`src/hdl/tdmm_pkg.sv`:
```
// Shared types and constants for the tridiagonal matrix multiply stream.
// Holds the request and result payload structs and the product bundle between stages.
// No dependencies.
package tdmm_pkg;

    // Line buffer depth and derived widths
    localparam int MAX_COLS   = 1024;
    localparam int COL_W      = 10;
    localparam int ROW_W      = 16;
    localparam int COEF_W     = 16;
    localparam int PROD_W     = 2 * COEF_W;
    localparam int SUM_W      = PROD_W + 1;
    localparam int WORD_W     = 2 * COEF_W;
    localparam int COLCNT_W   = 11;
    localparam int CFG_DATA_W = 16;
    localparam int CFG_IDX_W  = 1;

    // Configuration register indexes
    localparam logic [CFG_IDX_W-1:0] REG_ROW_COUNT = 1'd0;
    localparam logic [CFG_IDX_W-1:0] REG_COL_COUNT = 1'd1;

    // One input request
    typedef struct packed {
        logic signed [COEF_W-1:0] rhs_value;
        logic signed [COEF_W-1:0] super_coef;
        logic signed [COEF_W-1:0] main_coef;
        logic signed [COEF_W-1:0] sub_coef;
    } t_in_item;

    // One result
    typedef struct packed {
        logic signed [SUM_W-1:0] out_value;
        logic [ROW_W-1:0]        out_row;
        logic [COL_W-1:0]        out_col;
        logic                    last;
    } t_out_item;

    // Products of one request, handed to the result sequencer
    typedef struct packed {
        logic signed [PROD_W-1:0] a_main;
        logic signed [PROD_W-1:0] a_super;
        logic signed [PROD_W-1:0] a_sub;
        logic signed [PROD_W-1:0] b_main;
        logic signed [PROD_W-1:0] b_sub;
        logic                     has_a;
        logic                     has_b;
        logic [ROW_W-1:0]         row;
        logic [COL_W-1:0]         col;
    } t_prod;

endpackage

```
`src/hdl/tdmm_result_seq.sv`:
```
// Result sequencer: holds the products of one request, sums them and
// issues one or two results through the output register. Depends on tdmm_pkg.
module tdmm_result_seq (
    input  logic                  i_clk,
    input  logic                  i_rst_n,
    input  logic                  i_prod_valid,
    output logic                  o_prod_ready,
    input  tdmm_pkg::t_prod       i_prod,
    output logic                  o_out_valid,
    input  logic                  i_out_ready,
    output tdmm_pkg::t_out_item   o_out_item
);

    logic                       r_s2_valid;
    logic                       r_a_done;
    tdmm_pkg::t_prod            r_s2;
    logic                       r_out_valid;
    tdmm_pkg::t_out_item        r_out_item;

    logic                       w_out_free;
    logic                       w_pend_a;
    logic                       w_any;
    logic                       w_final_emit;
    logic                       w_s2_done;
    logic                       w_emit;
    logic                       w_load;
    logic signed [tdmm_pkg::SUM_W-1:0] w_sum_a;
    logic signed [tdmm_pkg::SUM_W-1:0] w_sum_b;

    // Work out which result goes next and when the held request is finished
    assign w_out_free   = !r_out_valid || i_out_ready;
    assign w_pend_a     = r_s2.has_a && !r_a_done;
    assign w_any        = w_pend_a || r_s2.has_b;
    assign w_final_emit = w_pend_a ? !r_s2.has_b : 1'b1;
    assign w_s2_done    = r_s2_valid && (!w_any || (w_out_free && w_final_emit));
    assign w_emit       = r_s2_valid && w_any && w_out_free;
    assign o_prod_ready = !r_s2_valid || w_s2_done;
    assign w_load       = i_prod_valid && o_prod_ready;

    // Exact sums, sign-extended to the result width
    assign w_sum_a = {r_s2.a_main[tdmm_pkg::PROD_W-1], r_s2.a_main}
                   + {r_s2.a_super[tdmm_pkg::PROD_W-1], r_s2.a_super}
                   + {r_s2.a_sub[tdmm_pkg::PROD_W-1], r_s2.a_sub};
    assign w_sum_b = {r_s2.b_main[tdmm_pkg::PROD_W-1], r_s2.b_main}
                   + {r_s2.b_sub[tdmm_pkg::PROD_W-1], r_s2.b_sub};

    // Hold the product bundle and track the first result
    always_ff @(posedge i_clk) begin
        if (!i_rst_n) begin
            r_s2_valid <= 1'b0;
            r_a_done   <= 1'b0;
        end else if (w_load) begin
            r_s2_valid <= 1'b1;
            r_a_done   <= 1'b0;
        end else if (w_s2_done) begin
            r_s2_valid <= 1'b0;
        end else if (w_emit) begin
            r_a_done <= 1'b1;
        end
    end

    always_ff @(posedge i_clk) begin
        if (w_load) begin
            r_s2 <= i_prod;
        end
    end

    // Output register: load a result, drop it once taken
    always_ff @(posedge i_clk) begin
        if (!i_rst_n) begin
            r_out_valid <= 1'b0;
        end else if (w_emit) begin
            r_out_valid <= 1'b1;
        end else if (i_out_ready) begin
            r_out_valid <= 1'b0;
        end
    end

    always_ff @(posedge i_clk) begin
        if (w_emit) begin
            r_out_item.out_value <= w_pend_a ? w_sum_a : w_sum_b;
            r_out_item.out_row   <= w_pend_a ? r_s2.row - tdmm_pkg::ROW_W'(1) : r_s2.row;
            r_out_item.out_col   <= r_s2.col;
            r_out_item.last      <= w_final_emit;
        end
    end

    assign o_out_valid = r_out_valid;
    assign o_out_item  = r_out_item;

endmodule

```
`config.mk`:
```
export PLATFORM = sky130hd
export DESIGN_NAME = tdmm_result_seq
export DESIGN_NICKNAME = d
export VERILOG_FILES = /design/src/hdl/tdmm_pkg.sv /design/src/hdl/tdmm_result_seq.sv
export SDC_FILE = /design/constraint.sdc
export NUM_CORES = 1
export LEC_CHECK = 0
export ABC_AREA = 1
export ABC_CLOCK_PERIOD_IN_PS = 11800
export BUFFER_PORTS_ARGS = -buffer_cell sky130_fd_sc_hd__buf_2
export CAP_MARGIN = 20
export CORE_MARGIN = 2
export CORE_UTILIZATION = 57
export DETAILED_ROUTE_END_ITERATION = 6
export GPL_TIMING_DRIVEN = 1
export PLACE_DENSITY = 0.82
export SLEW_MARGIN = 20
export SYNTH_ARGS = -nofsm -noshare
export SYNTH_HDL_FRONTEND = slang
export SYNTH_SLANG_ARGS = --single-unit
```
`constraint.sdc`:
```
create_clock -name i_clk -period 11.8 [get_ports i_clk]
set_input_delay 0.59 -clock i_clk [delete_from_list [all_inputs] [get_ports i_clk]]
set_output_delay 0.59 -clock i_clk [all_outputs]
set_load 0.03 [all_outputs]
```
* Word-level counts from Yosys, hierarchy flattened
Index checks and enable logic that the tools add are counted.
Storage, ports and cells: flip-flop bits (word level) 251, input port bits 192, output and inout port bits 62, word-level logic and storage cells 48
Operators by class: $add $sub $neg 4, mux-type cells 7, bitwise operators 2, reductions and logical operators 19
Operator list (number):
- $add 32x32->33 | 2
- $add 33x33->33 | 1
- $mux 33 | 1
- $mux 16 | 1
- $sub 16x1->16 const B | 1
- $logic_and 1x1->1 | 6
- $logic_not 1->1 | 5
- $mux 1 | 5
- $logic_or 1x1->1 | 4
- $reduce_bool 2->1 | 2
- $not 1->1 | 2
- $reduce_and 2->1 | 1
- $reduce_or 2->1 | 1

* Logic depth before layout (Yosys ltp)
depth in word-level cells 9, gate-level depth with buffers 15, mapped depth without buffers 15

* Worst setup path after synthesis
OpenSTA, ideal clock, no wires.
path kind reg2reg, start reg r_s2[27] (netlist bit), end reg r_s2[0] (netlist bit), enable pin, setup time 0.800 ns, data arrival time 9.860 ns, data required time 11.000 ns, slack 1.141 ns, stages on the path, launching flop included 5, buffers on the path 0, clock period less this slack 10.659 ns, cell sequence edfxtp_1 > nand2_2 > clkinv_2 > o21a_1 > a21oi_1
On the way: cells in the longest elaborated chain, start to end 7, elaborated cells on any way between the ends 9, classes of those cells mux: 1; reduce/logical: 8
Ends and longest elaborated chain:
- from (decl) | RTL line tdmm_result_seq.sv:16 | tdmm_pkg::t_prod r_s2;
- from (signal assigned) | RTL line tdmm_result_seq.sv:64 | r_s2 <= i_prod;
- $logic_and 1x1->1 (*) | RTL line tdmm_result_seq.sv:32 | assign w_pend_a = r_s2.has_a && !r_a_done;
- $mux 1 or $logic_or 1x1->1 (tied branches) | RTL line tdmm_result_seq.sv:34, tdmm_result_seq.sv:33
- $logic_and 1x1->1 or $logic_not 1->1 (tied branches) | RTL line tdmm_result_seq.sv:35 | assign w_s2_done = r_s2_valid && (!w_any || (w_out_free && w_final_emit));
- $logic_or 1x1->1 (*) | RTL line tdmm_result_seq.sv:35
- $logic_and 1x1->1 (*) | RTL line tdmm_result_seq.sv:35
- $logic_or 1x1->1 (*) | RTL line tdmm_result_seq.sv:37 | assign o_prod_ready = !r_s2_valid || w_s2_done;
- $logic_and 1x1->1 (*) | RTL line tdmm_result_seq.sv:38 | assign w_load = i_prod_valid && o_prod_ready;
- via w_load | RTL line tdmm_result_seq.sv:26 | logic w_load;
The timed path passes the listed nets; every way through them passes the cells marked *. A chain may end at the register's enable or synchronous reset.

* Worst setup path in the final report
start reg r_s2[27] (netlist bit), end reg r_s2[125] (netlist bit), enable pin
Same word-level chain as after synthesis.

==> reports/qor.yml <==
clock_tree:
  numCtsBuffers: 25
  post_cts_resize_count: 0
  htreeDepth: 1
  clk_pin_slew_worst_paths_ns: 0.06
  clock_sinks: 251
  root_buffer: "clkbuf_16"
  cts_tree: "built"
  post_cts_buffers: 0
  holdBufCountCts: 0
  clk_path_buf_depth: 3
  clock_latency_ns: 0.53
final_layout:
  design_area_sq_um: 16300
  final_common_cell: "nand2_1"
  syn_to_final_growth_pct: 18.4
  fillers: 1841
  nets: 2035
  n_antenna_cell: 0
  drive_gt1_frac: 0.183
  layout_common_cells: "nand2_1 (506), inv_1 (257), buf_2 (253)"
worst_setup_path:
  cp_slowest_stage_delay_ns: 0.83
  crit_path_end_kind: "register"
  required_ns: 12.02
  crit_chain: "nand2_2, clkinv_2, o21a_1, a21oi_4, buf_4, buf_4, buf_12"
  cp.arrival_ns: 5.05
  cp_num_buf_inv: 4
  cp_top_family: "buffers and inverters"
  critical_path_class: "register to register"
  cp_slowest_cell: "buf_4"
  crit_path_frequent_cell: "buf_4"
  start_kind: "register"
  path_max_fanout: 75
synthesis:
  synth_flop_cell: "edfxtp_1"
  synth_xor_area_frac: 0.0134
  async_reset_ff_frac: 0
  synth_top_family_by_area: "simple AND/OR/NAND/NOR gates"
  synth-compound-area-share: 0.0386
  synth_warnings: 0
  synth-simple-area-share: 0.221
  syn_nets: 1758
  seq_area_frac_synth: 0.546
  synth_edf_count: 248
  muxShareOfSynthArea: 0
  ys_ff_latch: 251
  synth_cells: 1468
  ys_types: 35
  synth_fa_ha_area_frac: 0.108
  syn_area_sq_um: 13700
  avgSynthCellArea_sq_um: 9.36
global_route:
  grt_max_degree: 90
  grt_overflow: 0
  grt_pass1_vias: 10400
  antenna_found_initial: 0
  grt_pass1_wl_mm: 50.6
  grt_usage: 0.249
route:
  wl_per_cell_um: 15.2
  via_per_inst: 5.08
  drtIter0Drc: 886
  route.met2.wl_mm: 15.4
  firstDrtPassIters: 5
  dr_wl_met3_mm: 2.02
  drt_wl_total_mm: 31.7
  vias: 10600
  m1WireLength_mm: 13.3
  drc: 0
  ant_nets: 0
  top_layer: "met4"
job:
  max_cap_violations: 0
placement:
  port_buffers: 253
  placed_cell_area_sq_um: 15400
  dp.final_hpwl_mm: 24.2
  finalWeightedCongestion: 0.938
sta:
  final.setup.tns_ns: 0
  maxSlewViolCount: 0
  setup_viol: 0
  max_slew_margin: 0.346
  timing.fmax_mhz: 207
  period_needed_ns: 4.83
  rsz0062_at_grt: "no"
  tightest_slew_ns: 0.982
  clock_skew_ns: 0.0126
  hold_viol_final: 0
  min_period_over_period: 0.409
power:
  power.switching_mw: 0.745
  powerDensity_nw_per_um2: 152
  power_frac_seq: 0.436
  ir_drop_mv: 0.128
  clkPwrFrac: 0.326
  swShare: 0.301
  p_comb_frac: 0.238
  intPower_mw: 1.73
  leakage_nw: 7.89
floorplan:
  rows: 56
  core_sq_um: 23500
  die_h_um: 159
  dieWidth_um: 159
  die_area_sq_um: 25400
  pin_count: 254
  start_util: 0.584
status:
  status: "finished clean"
worst_hold_path:
  hold_class: "input port to register"
final timing paths:
kind,start,end,slack [ns],cells past startpoint
hold / removal,i_prod[4],r_s2[4],0.23,1
hold reg to reg,r_s2[9],o_out_item[10],0.43,0
setup / recovery,r_s2[27],r_s2[125],6.97,7
setup reg to reg,r_s2[27],r_s2[125],6.97,7
metrics by stage:
step | std cells | utilization | worst slack (ns) | power, mW | hold WS [ns]
floorplan | 1468 | - | 1.14 | 1.51 | 0.400
CTS | 2082 | 0.690 | 6.78 | 2.49 | 0.200
global route | 2083 | 0.691 | 6.58 | 2.60 | 0.205
detailed placement | 2036 | 0.655 | 6.77 | 1.68 | 0.407
global placement | 2036 | 0.655 | 6.96 | 1.66 | 0.400
finish | 2083 | 0.691 | 6.97 | 2.48 | 0.227
cells in the mapped netlist (3+ instances only):
cell type  instances  area (sq um)
a21oi_1           55           275
clkbuf_1           4          15.0
dfxtp_1            3          60.1
edfxtp_1         248          7450
fa_1              34           681
ha_1              64           801
inv_1            258           968
nand2_1          506          1900
nand2_2            6          37.5
nand3_1           88           440
nand3_2            5          50.1
nand3b_1           5          37.5
nand4_1            7          43.8
nor2_1            91           342
nor2_2             5          31.3
nor2_4             4          45.0
nor3_1             8          40.0
o21ai_0           33           165
o21bai_1           5          37.5
xnor2_1            5          43.8
xor2_1            16           140
registers in the layout (all words and copies together), names as in the netlist:
| register | count |
|---|---|
| o_out_valid | 1 |
| r_s2 | 188 |
| o_out_item | 60 |
| r_s2_valid | 1 |
| r_a_done | 1 |
power by group through the flow:
stage | Combinational (mW) | Clock (mW) | Sequential [mW]
final | 0.590 | 0.808 | 1.08
after detailed placement | 0.579 | 0 | 1.10
after global placement | 0.567 | 0 | 1.10
after CTS | 0.585 | 0.822 | 1.08
after global routing | 0.663 | 0.852 | 1.09
after floorplan | 0.379 | 0 | 1.13
layer usage:
layer,vias to the layer above,GRT usage
met4,0,0.0661
li1,5280,-
met3,54,0.0320
met1,4870,0.331
met5,-,0
met2,380,0.434
cells by family after synthesis:
group / count (synthesis)
and+or+nand+nor: 731
buffers and inverters: 267
DFF: 251
AOI/OAI and AO/OA: 100
adders and majority gates: 98
xor gates and xnor gates: 21
layout make-up:
cell class | instances | area [sq um] | share of cell area
clock buffer | 30 | 644 | 0.0396
inverter | 260 | 977 | 0.0601
timing repair buffer | 257 | 1310 | 0.0805
tap | 319 | 399 | 0.0245
clock inverter | 16 | 188 | 0.0115
sequential | 251 | 7510 | 0.462
multi-input combinational | 950 | 5240 | 0.322
Note: power is estimated with default switching activity, not from simulation.
